### src/rtl/rsp_pkg.sv
package rsp_pkg;

  // field widths
  localparam int unsigned NUM_W     = 20;
  localparam int unsigned SPEED_W   = 24;
  localparam int unsigned BYTE_W    = 8;
  localparam int unsigned NOW_W     = 31;
  localparam int unsigned DIGIT_W   = 4;

  // stream packing
  localparam int unsigned S_TDATA_W = 40;  // rx_byte, now_ms, zero pad
  localparam int unsigned S_TUSER_W = 1;   // action
  localparam int unsigned M_TDATA_W = 48;  // reading_speed, report_speed
  localparam int unsigned M_TUSER_W = 3;   // reading_valid, line_discarded, report_valid

  localparam int unsigned FRACTION_DIGITS_DEF = 2;
  localparam int unsigned TIME_WIDTH_DEF      = 31;

  localparam logic [NUM_W-1:0]          NUM_RESET  = 20'd90000;
  localparam int unsigned               SPEED_MAX  = 8388607;
  localparam logic signed [SPEED_W-1:0] PEAK_RESET = -24'sd100;

  // characters
  localparam logic [BYTE_W-1:0] CH_NL    = 8'h0A;
  localparam logic [BYTE_W-1:0] CH_TAB   = 8'h09;
  localparam logic [BYTE_W-1:0] CH_VT    = 8'h0B;
  localparam logic [BYTE_W-1:0] CH_FF    = 8'h0C;
  localparam logic [BYTE_W-1:0] CH_CR    = 8'h0D;
  localparam logic [BYTE_W-1:0] CH_SPACE = 8'h20;
  localparam logic [BYTE_W-1:0] CH_PLUS  = 8'h2B;
  localparam logic [BYTE_W-1:0] CH_MINUS = 8'h2D;
  localparam logic [BYTE_W-1:0] CH_DOT   = 8'h2E;
  localparam logic [BYTE_W-1:0] CH_0     = 8'h30;
  localparam logic [BYTE_W-1:0] CH_9     = 8'h39;

  // parser phases
  localparam logic [2:0] PH_LEAD = 3'd0;
  localparam logic [2:0] PH_SIGN = 3'd1;
  localparam logic [2:0] PH_INT  = 3'd2;
  localparam logic [2:0] PH_FRAC = 3'd3;
  localparam logic [2:0] PH_DONE = 3'd4;

  typedef struct packed {
    logic latch;      // take the input beat
    logic byte_step;  // parse byte or close the line
    logic line_eval;  // evaluate the closed line, launch divide if needed
    logic end_calc;   // form window end from quotient
    logic check;      // expiry check, load result register
  } rsp_cmd_t;

  typedef struct packed {
    logic is_line;    // latched beat carries a newline
    logic need_div;   // line needs a new window end
    logic div_done;   // divider idle
    logic out_stall;  // result register full and not taken
  } rsp_stat_t;

  function automatic int unsigned pow10(input int unsigned n);
    int unsigned r;
    r = 1;
    for (int unsigned i = 0; i < n; i++) r = r * 10;
    return r;
  endfunction

endpackage

### src/rtl/rsp_divider.sv
module rsp_divider #(
  parameter int unsigned DD_W = 27,
  parameter int unsigned DV_W = 23
) (
  input  logic            clk,
  input  logic            rst,
  input  logic            start,
  input  logic [DD_W-1:0] dividend,
  input  logic [DV_W-1:0] divisor,
  output logic            done,
  output logic [DD_W-1:0] quotient,
  output logic [DV_W-1:0] remainder
);

  localparam int unsigned CNT_W = $clog2(DD_W + 1);

  logic             busy;
  logic [CNT_W-1:0] cnt;
  logic [DD_W-1:0]  quo;
  logic [DV_W-1:0]  rem;
  logic [DV_W-1:0]  dvs;
  logic [DV_W:0]    shifted;
  logic [DV_W:0]    diff;
  logic             fits;

  // restoring step, one quotient bit per cycle
  always_comb begin
    shifted = {rem, quo[DD_W-1]};
    fits    = shifted >= {1'b0, dvs};
    diff    = shifted - {1'b0, dvs};
  end

  always_ff @(posedge clk) begin
    if (rst) begin
      busy <= 1'b0;
      cnt  <= '0;
    end else if (start) begin
      busy <= 1'b1;
      cnt  <= CNT_W'(DD_W);
    end else if (busy) begin
      cnt  <= cnt - 1'b1;
      busy <= cnt != CNT_W'(1);
    end
  end

  always_ff @(posedge clk) begin
    if (start) begin
      quo <= dividend;
      rem <= '0;
      dvs <= divisor;
    end else if (busy) begin
      quo <= {quo[DD_W-2:0], fits};
      rem <= fits ? diff[DV_W-1:0] : shifted[DV_W-1:0];
    end
  end

  assign done      = ~busy;
  assign quotient  = quo;
  assign remainder = rem;

endmodule

### src/rtl/rsp_datapath.sv
module rsp_datapath #(
  parameter int unsigned FRACTION_DIGITS = rsp_pkg::FRACTION_DIGITS_DEF,
  parameter int unsigned TIME_WIDTH      = rsp_pkg::TIME_WIDTH_DEF
) (
  input  logic                          clk,
  input  logic                          rst,
  input  rsp_pkg::rsp_cmd_t             cmd,
  output rsp_pkg::rsp_stat_t            stat,
  input  logic                          cfg_valid,
  input  logic [rsp_pkg::NUM_W-1:0]     cfg_data,
  input  logic [rsp_pkg::S_TDATA_W-1:0] s_tdata,
  input  logic [rsp_pkg::S_TUSER_W-1:0] s_tuser,
  input  logic                          m_tready,
  output logic                          m_tvalid,
  output logic [rsp_pkg::M_TDATA_W-1:0] m_tdata,
  output logic [rsp_pkg::M_TUSER_W-1:0] m_tuser
);

  localparam int unsigned SW    = rsp_pkg::SPEED_W;
  localparam int unsigned MW    = SW - 1;  // magnitude width
  localparam int unsigned TW    = (TIME_WIDTH < rsp_pkg::NOW_W) ? TIME_WIDTH : rsp_pkg::NOW_W;
  localparam int unsigned P10   = rsp_pkg::pow10(FRACTION_DIGITS);
  localparam int unsigned P10_W = $clog2(P10);
  localparam int unsigned N_W   = rsp_pkg::NUM_W + P10_W;
  localparam int unsigned END_W = ((TW > N_W) ? TW : N_W) + 2;
  localparam int unsigned FP_W  = P10_W;
  localparam int unsigned FC_W  = $clog2(FRACTION_DIGITS + 1);
  localparam int unsigned SC_W  = $clog2(P10 + 1);
  localparam int unsigned MAG_W = MW + P10_W + 1;
  localparam int unsigned IV_W  = MW + 4;
  localparam int unsigned FV_W  = FP_W + 4;

  // config
  logic [rsp_pkg::NUM_W-1:0] numerator;

  // input beat
  logic                        act_r;
  logic [rsp_pkg::BYTE_W-1:0]  byte_r;
  logic [TW-1:0]               now_r;

  // parser
  logic [2:0]       phase;
  logic             neg;
  logic [MW-1:0]    int_part;
  logic [FP_W-1:0]  frac_part;
  logic [FC_W-1:0]  frac_cnt;

  // window
  logic                   win_open;
  logic [TW-1:0]          win_start;
  logic signed [END_W-1:0] win_end;
  logic signed [SW-1:0]   peak;

  // per item
  logic signed [SW-1:0]   kph_r;
  logic                   kph_neg;
  logic                   rd_valid;
  logic signed [SW-1:0]   rd_speed;
  logic                   discarded;

  // result register
  logic                   out_valid;
  logic                   out_rd_valid;
  logic [SW-1:0]          out_rd_speed;
  logic                   out_disc;
  logic                   out_rep_valid;
  logic [SW-1:0]          out_rep_speed;

  // byte decode
  logic                        is_digit;
  logic [rsp_pkg::DIGIT_W-1:0] digit;
  logic                        is_space;
  logic                        is_nl;
  logic [IV_W-1:0]             int_v;
  logic [FV_W-1:0]             frac_v;
  logic [SC_W-1:0]             scale;
  logic [MAG_W-1:0]            mag;
  logic [MW-1:0]               mag_sat;
  logic signed [SW-1:0]        kph;

  always_comb begin
    is_digit = byte_r >= rsp_pkg::CH_0 && byte_r <= rsp_pkg::CH_9;
    digit    = byte_r[rsp_pkg::DIGIT_W-1:0];
    is_space = byte_r == rsp_pkg::CH_SPACE || byte_r == rsp_pkg::CH_TAB ||
               byte_r == rsp_pkg::CH_CR || byte_r == rsp_pkg::CH_VT ||
               byte_r == rsp_pkg::CH_FF;
    is_nl    = byte_r == rsp_pkg::CH_NL;
    int_v    = IV_W'(int_part) * IV_W'(10) + IV_W'(digit);
    frac_v   = FV_W'(frac_part) * FV_W'(10) + FV_W'(digit);
  end

  // line value: integer * 10^F + fraction scaled by the missing digits
  always_comb begin
    scale = '0;
    for (int unsigned i = 0; i <= FRACTION_DIGITS; i++) begin
      if (frac_cnt == FC_W'(i)) scale = SC_W'(rsp_pkg::pow10(FRACTION_DIGITS - i));
    end
    mag     = MAG_W'(int_part) * MAG_W'(P10) + MAG_W'(frac_part) * MAG_W'(scale);
    mag_sat = (mag > MAG_W'(rsp_pkg::SPEED_MAX)) ? MW'(rsp_pkg::SPEED_MAX) : mag[MW-1:0];
    kph     = neg ? $signed({1'b0, mag_sat}) : -$signed({1'b0, mag_sat});
  end

  always_ff @(posedge clk) begin
    if (rst) begin
      numerator <= rsp_pkg::NUM_RESET;
    end else if (cfg_valid) begin
      numerator <= cfg_data;
    end
  end

  always_ff @(posedge clk) begin
    if (cmd.latch) begin
      act_r  <= s_tuser[0];
      byte_r <= s_tdata[rsp_pkg::BYTE_W-1:0];
      now_r  <= s_tdata[rsp_pkg::BYTE_W +: TW];
    end
  end

  // parser
  always_ff @(posedge clk) begin
    if (rst) begin
      phase     <= rsp_pkg::PH_LEAD;
      neg       <= 1'b0;
      int_part  <= '0;
      frac_part <= '0;
      frac_cnt  <= '0;
    end else if (cmd.byte_step && act_r) begin
      if (is_nl) begin
        phase     <= rsp_pkg::PH_LEAD;
        neg       <= 1'b0;
        int_part  <= '0;
        frac_part <= '0;
        frac_cnt  <= '0;
      end else begin
        case (phase) inside
          rsp_pkg::PH_LEAD, rsp_pkg::PH_SIGN: begin
            if (phase == rsp_pkg::PH_LEAD && is_space) begin
              phase <= phase;
            end else if (phase == rsp_pkg::PH_LEAD &&
                         (byte_r == rsp_pkg::CH_PLUS || byte_r == rsp_pkg::CH_MINUS)) begin
              neg   <= byte_r == rsp_pkg::CH_MINUS;
              phase <= rsp_pkg::PH_SIGN;
            end else if (is_digit) begin
              int_part <= MW'(digit);
              phase    <= rsp_pkg::PH_INT;
            end else if (byte_r == rsp_pkg::CH_DOT) begin
              phase <= rsp_pkg::PH_FRAC;
            end else begin
              phase <= rsp_pkg::PH_DONE;
            end
          end
          rsp_pkg::PH_INT: begin
            if (is_digit) begin
              int_part <= (int_v > IV_W'(rsp_pkg::SPEED_MAX)) ?
                          MW'(rsp_pkg::SPEED_MAX) : int_v[MW-1:0];
            end else if (byte_r == rsp_pkg::CH_DOT) begin
              phase <= rsp_pkg::PH_FRAC;
            end else begin
              phase <= rsp_pkg::PH_DONE;
            end
          end
          rsp_pkg::PH_FRAC: begin
            if (is_digit) begin
              // extra digits are dropped, value truncates
              if (frac_cnt < FC_W'(FRACTION_DIGITS)) begin
                frac_part <= frac_v[FP_W-1:0];
                frac_cnt  <= frac_cnt + 1'b1;
              end
            end else begin
              phase <= rsp_pkg::PH_DONE;
            end
          end
          default: phase <= phase;
        endcase
      end
    end
  end

  always_ff @(posedge clk) begin
    if (cmd.byte_step && act_r && is_nl) begin
      kph_r <= kph;
    end
  end

  // divider: numerator * 10^F over |kph|
  logic                 div_start;
  logic [N_W-1:0]       dividend;
  logic [MW-1:0]        kph_abs;
  logic                 div_done;
  logic [N_W-1:0]       quo;
  logic [MW-1:0]        rem;
  logic                 kph_zero;
  logic                 need_div;

  always_comb begin
    kph_zero  = kph_r == '0;
    need_div  = !kph_zero && (!win_open || kph_r > peak);
    div_start = cmd.line_eval && need_div;
    dividend  = N_W'(numerator) * N_W'(P10);
    kph_abs   = kph_r[SW-1] ? MW'(-kph_r) : kph_r[MW-1:0];
  end

  rsp_divider #(
    .DD_W(N_W),
    .DV_W(MW)
  ) u_div (
    .clk      (clk),
    .rst      (rst),
    .start    (div_start),
    .dividend (dividend),
    .divisor  (kph_abs),
    .done     (div_done),
    .quotient (quo),
    .remainder(rem)
  );

  // window end: start + Q for positive speed; for negative speed start - Q,
  // less one where a remainder exists and the difference stays above zero
  logic signed [END_W-1:0] start_x;
  logic signed [END_W-1:0] quo_x;
  logic signed [END_W-1:0] neg_end;
  logic signed [END_W-1:0] end_val;
  logic signed [END_W-1:0] now_x;
  logic                    expire;

  always_comb begin
    start_x = $signed({{(END_W-TW){1'b0}}, win_start});
    quo_x   = $signed({{(END_W-N_W){1'b0}}, quo});
    neg_end = start_x - quo_x;
    if (!kph_neg) begin
      end_val = start_x + quo_x;
    end else if (rem != '0 && neg_end > 0) begin
      end_val = neg_end - 1;
    end else begin
      end_val = neg_end;
    end
    now_x  = $signed({{(END_W-TW){1'b0}}, now_r});
    expire = win_open && win_end < now_x;
  end

  always_ff @(posedge clk) begin
    if (rst) begin
      win_open  <= 1'b0;
      win_start <= '0;
      win_end   <= '0;
      peak      <= rsp_pkg::PEAK_RESET;
    end else begin
      if (div_start) begin
        if (!win_open) begin
          win_open  <= 1'b1;
          win_start <= now_r;
        end
        peak <= kph_r;
      end
      if (cmd.end_calc) begin
        win_end <= end_val;
      end
      if (cmd.check && expire) begin
        win_open  <= 1'b0;
        win_start <= '0;
        win_end   <= '0;
        peak      <= rsp_pkg::PEAK_RESET;
      end
    end
  end

  always_ff @(posedge clk) begin
    if (div_start) kph_neg <= kph_r[SW-1];
  end

  always_ff @(posedge clk) begin
    if (cmd.latch) begin
      rd_valid  <= 1'b0;
      rd_speed  <= '0;
      discarded <= 1'b0;
    end else if (cmd.line_eval) begin
      rd_valid  <= !kph_zero;
      rd_speed  <= kph_r;
      discarded <= kph_zero;
    end
  end

  // result register
  always_ff @(posedge clk) begin
    if (rst) begin
      out_valid <= 1'b0;
    end else if (cmd.check) begin
      out_valid <= 1'b1;
    end else if (m_tready) begin
      out_valid <= 1'b0;
    end
  end

  always_ff @(posedge clk) begin
    if (cmd.check) begin
      out_rd_valid  <= rd_valid;
      out_rd_speed  <= rd_speed;
      out_disc      <= discarded;
      out_rep_valid <= expire;
      out_rep_speed <= expire ? peak : '0;
    end
  end

  assign m_tvalid = out_valid;
  assign m_tdata  = {out_rep_speed, out_rd_speed};
  assign m_tuser  = {out_rep_valid, out_disc, out_rd_valid};

  assign stat.is_line   = act_r && is_nl;
  assign stat.need_div  = need_div;
  assign stat.div_done  = div_done;
  assign stat.out_stall = out_valid && !m_tready;

endmodule

### src/rtl/rsp_ctrl.sv
module rsp_ctrl (
  input  logic               clk,
  input  logic               rst,
  input  logic               s_tvalid,
  output logic               s_tready,
  input  rsp_pkg::rsp_stat_t stat,
  output rsp_pkg::rsp_cmd_t  cmd
);

  localparam logic [2:0] S_IDLE  = 3'd0;
  localparam logic [2:0] S_BYTE  = 3'd1;
  localparam logic [2:0] S_LINE  = 3'd2;
  localparam logic [2:0] S_DIV   = 3'd3;
  localparam logic [2:0] S_END   = 3'd4;
  localparam logic [2:0] S_CHECK = 3'd5;

  logic [2:0] state;
  logic [2:0] state_next;

  always_comb begin
    state_next = state;
    cmd        = '0;
    s_tready   = 1'b0;
    unique case (state)
      S_IDLE: begin
        s_tready  = 1'b1;
        cmd.latch = s_tvalid;
        if (s_tvalid) state_next = S_BYTE;
      end
      S_BYTE: begin
        cmd.byte_step = 1'b1;
        state_next    = stat.is_line ? S_LINE : S_CHECK;
      end
      S_LINE: begin
        cmd.line_eval = 1'b1;
        state_next    = stat.need_div ? S_DIV : S_CHECK;
      end
      S_DIV: begin
        if (stat.div_done) state_next = S_END;
      end
      S_END: begin
        cmd.end_calc = 1'b1;
        state_next   = S_CHECK;
      end
      S_CHECK: begin
        if (!stat.out_stall) begin
          cmd.check  = 1'b1;
          state_next = S_IDLE;
        end
      end
      default: state_next = S_IDLE;
    endcase
  end

  always_ff @(posedge clk) begin
    if (rst) begin
      state <= S_IDLE;
    end else begin
      state <= state_next;
    end
  end

endmodule

### src/rtl/radar_speed_peak_window.sv
// Flow: a taken input beat passes the byte step and the expiry check before its result beat is
//   shown; a newline also passes line evaluation, and one that needs a new window end then waits
//   for the divider and forms the end from the 27-bit quotient. One item at a time: the next
//   beat is taken only after the check, which waits while the result register is full and not taken.
// Reset: synchronous rst restores the numerator to 90000, closes the window and clears
//   the parser; no clearing pass.
module radar_speed_peak_window #(
  parameter int unsigned FRACTION_DIGITS = rsp_pkg::FRACTION_DIGITS_DEF,
  parameter int unsigned TIME_WIDTH      = rsp_pkg::TIME_WIDTH_DEF
) (
  input  logic                          clk,
  input  logic                          rst,
  // configuration: window_numerator
  input  logic                          cfg_valid,
  output logic                          cfg_ready,
  input  logic [rsp_pkg::NUM_W-1:0]     cfg_data,
  // input beats
  input  logic                          s_tvalid,
  output logic                          s_tready,
  input  logic [rsp_pkg::S_TDATA_W-1:0] s_tdata,   // [7:0] rx_byte, [38:8] now_ms, [39] zero
  input  logic [rsp_pkg::S_TUSER_W-1:0] s_tuser,   // [0] action
  // result beats
  output logic                          m_tvalid,
  input  logic                          m_tready,
  output logic [rsp_pkg::M_TDATA_W-1:0] m_tdata,   // [23:0] reading_speed, [47:24] report_speed
  output logic [rsp_pkg::M_TUSER_W-1:0] m_tuser    // [0] reading_valid, [1] line_discarded,
                                                   // [2] report_valid
);

  // Controller walks each item through byte handling, line evaluation,
  // window-end divide and the expiry check. The datapath holds the parser,
  // the window state, the divider and the result register; the result
  // register parts the two sides so the next beat is taken while a result
  // still waits.

  rsp_pkg::rsp_cmd_t  cmd;
  rsp_pkg::rsp_stat_t stat;

  // user writes the register only while idle; the block has no check for it and takes all writes
  assign cfg_ready = 1'b1;

  rsp_ctrl u_ctrl (
    .clk     (clk),
    .rst     (rst),
    .s_tvalid(s_tvalid),
    .s_tready(s_tready),
    .stat    (stat),
    .cmd     (cmd)
  );

  rsp_datapath #(
    .FRACTION_DIGITS(FRACTION_DIGITS),
    .TIME_WIDTH     (TIME_WIDTH)
  ) u_dp (
    .clk      (clk),
    .rst      (rst),
    .cmd      (cmd),
    .stat     (stat),
    .cfg_valid(cfg_valid),
    .cfg_data (cfg_data),
    .s_tdata  (s_tdata),
    .s_tuser  (s_tuser),
    .m_tready (m_tready),
    .m_tvalid (m_tvalid),
    .m_tdata  (m_tdata),
    .m_tuser  (m_tuser)
  );

endmodule
### config.mk
export PLATFORM = sky130hd
export DESIGN_NAME = radar_speed_peak_window
export DESIGN_NICKNAME = d
export VERILOG_FILES = /design/src/rtl/rsp_pkg.sv /design/src/rtl/rsp_divider.sv /design/src/rtl/rsp_datapath.sv /design/src/rtl/rsp_ctrl.sv /design/src/rtl/radar_speed_peak_window.sv
export SDC_FILE = /design/constraint.sdc
export NUM_CORES = 1
export LEC_CHECK = 0
export CAP_MARGIN = 20
export CELL_PAD_IN_SITES_DETAIL_PLACEMENT = 0
export CELL_PAD_IN_SITES_GLOBAL_PLACEMENT = 2
export CORE_MARGIN = 5
export CORE_UTILIZATION = 36
export DETAILED_ROUTE_END_ITERATION = 16
export DONT_BUFFER_PORTS = 1
export PLACE_DENSITY = 0.81
export SYNTH_ARGS = -nofsm -noshare
export SYNTH_HDL_FRONTEND = slang
export SYNTH_HIERARCHICAL = 1
export SYNTH_SLANG_ARGS = --single-unit
### constraint.sdc
create_clock -name clk -period 25.2 [get_ports clk]
set_input_delay 5.04 -clock clk [delete_from_list [all_inputs] [get_ports clk]]
set_output_delay 5.04 -clock clk [all_outputs]
set_load 0.01 [all_outputs]
==> flow_summary.toml <==
[status]
status = "finished clean"

[yosys]
synth_top_area_cell = "edfxtp_1"
async_flop_share_pct = 0
synth_top_area_share_pct = 16.8
syn_area_um2 = 29700
synthFlopType = "dfxtp_1"
avgSynthCellArea_um2 = 8.87
synth_cells = 3354
ys_top_cells_by_area = "edfxtp_1 (17%), ha_1 (16%), dfxtp_1 (14%)"
ys_seq_area_share_pct = 30.5
synth-edff-count = 166
yosysUniqueCellTypes = 107
synth-seq-cells = 370
yosys_warnings = 6

[clocking]
cts_tree = "done"
max-clock-path-buffers = 3
htreeDepth = 2
cts_buffers = 48
post-cts-setup-buffers = 0
clk_pin_slew_worst_paths_ns = 0.06
clk_latency_ns = 0.61
cts_root_buffer = "clkbuf_16"
clock_sinks = 370
holdBufCountCts = 0
post_cts_resized = 0

[setup_path]
reg2reg_from = "u_dp/int_part[1]"
critPathRequiredTime_ns = 25.54
cp-startpoint = "u_dp/int_part[1]"
rrSetupSlack_ns = 14.90
path_max_fanout = 31
critPathCaptureType = "flop"
cp_slowest_cell = "or4_4"
arrival_ns = 10.64
max_stage_delay_ns = 0.71
crit_path_frequent_cell = "ha_1"
crit_end = "u_dp/kph_r[20]"
start_kind = "flop"
reg2reg_to = "u_dp/kph_r[20]"
path_class = "reg -> reg"
r2r.worst_path.cells = 36

[layout]
final_cell_area_um2 = 32500
finalNetCount = 3816
layout_commonest_cell = "inv_1"
area_growth_pct = 9.34
layout_common_cells = "inv_1 (397), ha_1 (369), nand2_1 (281)"
fillers = 8392
drive_above_1_share_pct = 6.53

[sta]
fin_skew_ns = 0.0285
whs_ns = 0.430
fin_crit_sh_pct = 40.9
finalSetupViolations = 0
fin_setup_tns_ns = 0
hold_violations = 0
slew_viol_final = 0
max_clock_freq_mhz = 97.1
period_needed_ns = 10.30
worst_slew_pin_slew_ns = 1.07
rsz0062_at_grt = "no"
slew_headroom_pct = 28.5

[power_and_ir_drop]
leakage_nw = 14.5
ir_worst_vdd_mv = 0.0507
cellPowerDensity_nw_per_um2 = 53.1

[drt]
wirelength_mm = 80.4
dr.pass1.iters = 5
num_vias = 23077
ant_nets = 0
drt_iter0_drc = 1279
via_per_inst = 5.22
drc_errors = 0
wl_per_cell_um = 18.2

[global_routing]
antenna_found_initial = 3
grt_max_degree = 70
track_usage_pct = 17.7
grt_pass1_vias = 22469
grt_pass1_wl_mm = 128
gr-total-overflow = 0

[place]
place_area_um2 = 30800
gp_congestion = 0.832
port_buffers = 0
dp_hpwl_mm = 60.9

[die]
die_w_um = 297
fp-row-count = 105
dieArea_um2 = 88500
die_h_um = 297
start_util_pct = 36.3
io_pins = 120
design.core.area_um2 = 82000

[flow_run]
cap_violations = 0

[worst_hold_path]
hold_path_class = "reg -> reg"
## layer usage
layer,global-route usage [%],wire length (um),vias up
li1,-,-,11758
met5,0,13,-
met4,3.66,1530,2
met2,29.0,36600,373
met1,25.2,39400,10861
met3,2.28,2950,83
## area by class of cell
class | instances | area [um^2] | area share (%)
multi-input cells | 2462 | 18700 | 57.3
flip-flops and latches | 370 | 9070 | 27.9
inverters | 403 | 1510 | 4.65
clock buffers | 61 | 1340 | 4.12
well taps | 1070 | 1340 | 4.12
clock inverters | 29 | 387 | 1.19
repair buffers | 28 | 223 | 0.685
diodes | 1 | 2.50 | 0.00769
## power by group
part | switching, W | internal (W)
combinational | 0.000179 | 0.000119
sequential | 0.0000314 | 0.000654
clock | 0.000293 | 0.000453
total | 0.000503 | 0.00123
## worst max-delay path, delay by kind of cell (launching register included)
| kind | cells | cell delay (ns) |
|---|---|---|
| adder cells (fa/ha/maj) | 9 | 3.29 |
| flip-flops | 1 | 0.61 |
| multiplexers | 1 | 0.20 |
| AND/OR/NAND/NOR | 16 | 4.54 |
| buffers and inverters | 4 | 0.20 |
| AO/OA/AOI/OAI | 6 | 1.19 |
## how the worst min path moves through the flow
stage                     depth (start not counted)               from                    end  slack (ns)
after floorplan                                   0     u_dp/discarded          u_dp/out_disc        0.41
after CTS                                         0  u_dp/rd_speed[10]  u_dp/out_rd_speed[10]        0.43
after detailed placement                          0  u_dp/rd_speed[10]  u_dp/out_rd_speed[10]        0.41
final                                             0  u_dp/rd_speed[10]  u_dp/out_rd_speed[10]        0.43
after global routing                              0     u_dp/discarded          u_dp/out_disc        0.44
after global placement                            0  u_dp/rd_speed[21]  u_dp/out_rd_speed[21]        0.41
## cell usage after synthesis, types with 14 or more instances
| master | instances |
|---|---|
| inv_1 | 397 |
| ha_1 | 369 |
| nand2_1 | 281 |
| nor2_1 | 262 |
| a21oi_1 | 215 |
| dfxtp_1 | 204 |
| edfxtp_1 | 166 |
| xnor2_1 | 134 |
| o21ai_0 | 124 |
| clkbuf_1 | 80 |
| fa_1 | 68 |
| xor2_1 | 65 |
| nand3_1 | 62 |
| nor3_1 | 62 |
| mux2i_1 | 61 |
| and2_1 | 54 |
| a21o_1 | 52 |
| o211ai_1 | 41 |
| nand4_1 | 34 |
| o21a_1 | 34 |
| mux2_2 | 30 |
| nand2b_1 | 30 |
| nor2b_1 | 29 |
| or3_1 | 27 |
| a311oi_1 | 26 |
| a31oi_1 | 25 |
| o21bai_1 | 22 |
| a22o_1 | 21 |
| nor4_1 | 21 |
| a211oi_1 | 20 |
| and3_1 | 20 |
| o31ai_1 | 17 |
| a22oi_1 | 15 |
| or2_2 | 14 |
## through the flow
step | worst slack, ns | util, % | instances | power [W]
6_report | 14.90 | 39.7 | 4424 | 0.00173
5_1_grt | 14.01 | 39.7 | 4423 | 0.00182
4_1_cts | 14.81 | 39.6 | 4420 | 0.00175
3_5_place_dp | 14.83 | 37.5 | 4330 | 0.000993
3_3_place_gp | 14.87 | 37.5 | 4330 | 0.000994
2_1_floorplan | 16.11 | - | 3355 | 0.000915
## sequential cells by signal, indices dropped and copies added, names as in the netlist, 8 cells and up
| name | cells |
|---|---|
| u_dp/u_div/dvs | 23 |
| u_dp/numerator | 20 |
| u_dp/win_end | 33 |
| u_dp/out_rep_speed | 24 |
| u_dp/out_rd_speed | 24 |
| u_dp/kph_r | 24 |
| u_dp/rd_speed | 24 |
| u_dp/int_part | 23 |
| u_dp/win_start | 31 |
| u_dp/byte_r | 8 |
| u_dp/now_r | 31 |
| u_dp/peak | 24 |
| u_dp/u_div/quotient | 27 |
| u_dp/u_div/remainder | 23 |
## cells by family (layout without fill, tap and decap cells)
| kind of cell | count (synthesis) | in the layout | synth area share, % |
|---|---|---|---|
| muxes | 91 | 91 | 3.19 |
| other | 2 | 4 | 0.0252 |
| and+or+nand+nor | 963 | 963 | 15.8 |
| AOI/OAI and AO/OA | 769 | 769 | 17.5 |
| DFF | 370 | 370 | 30.5 |
| xor gates and xnor gates | 199 | 199 | 5.86 |
| buffers and inverters | 523 | 521 | 7.05 |
| adders and majority gates | 437 | 437 | 20.1 |
Note: power is estimated with default switching activity, not from simulation.
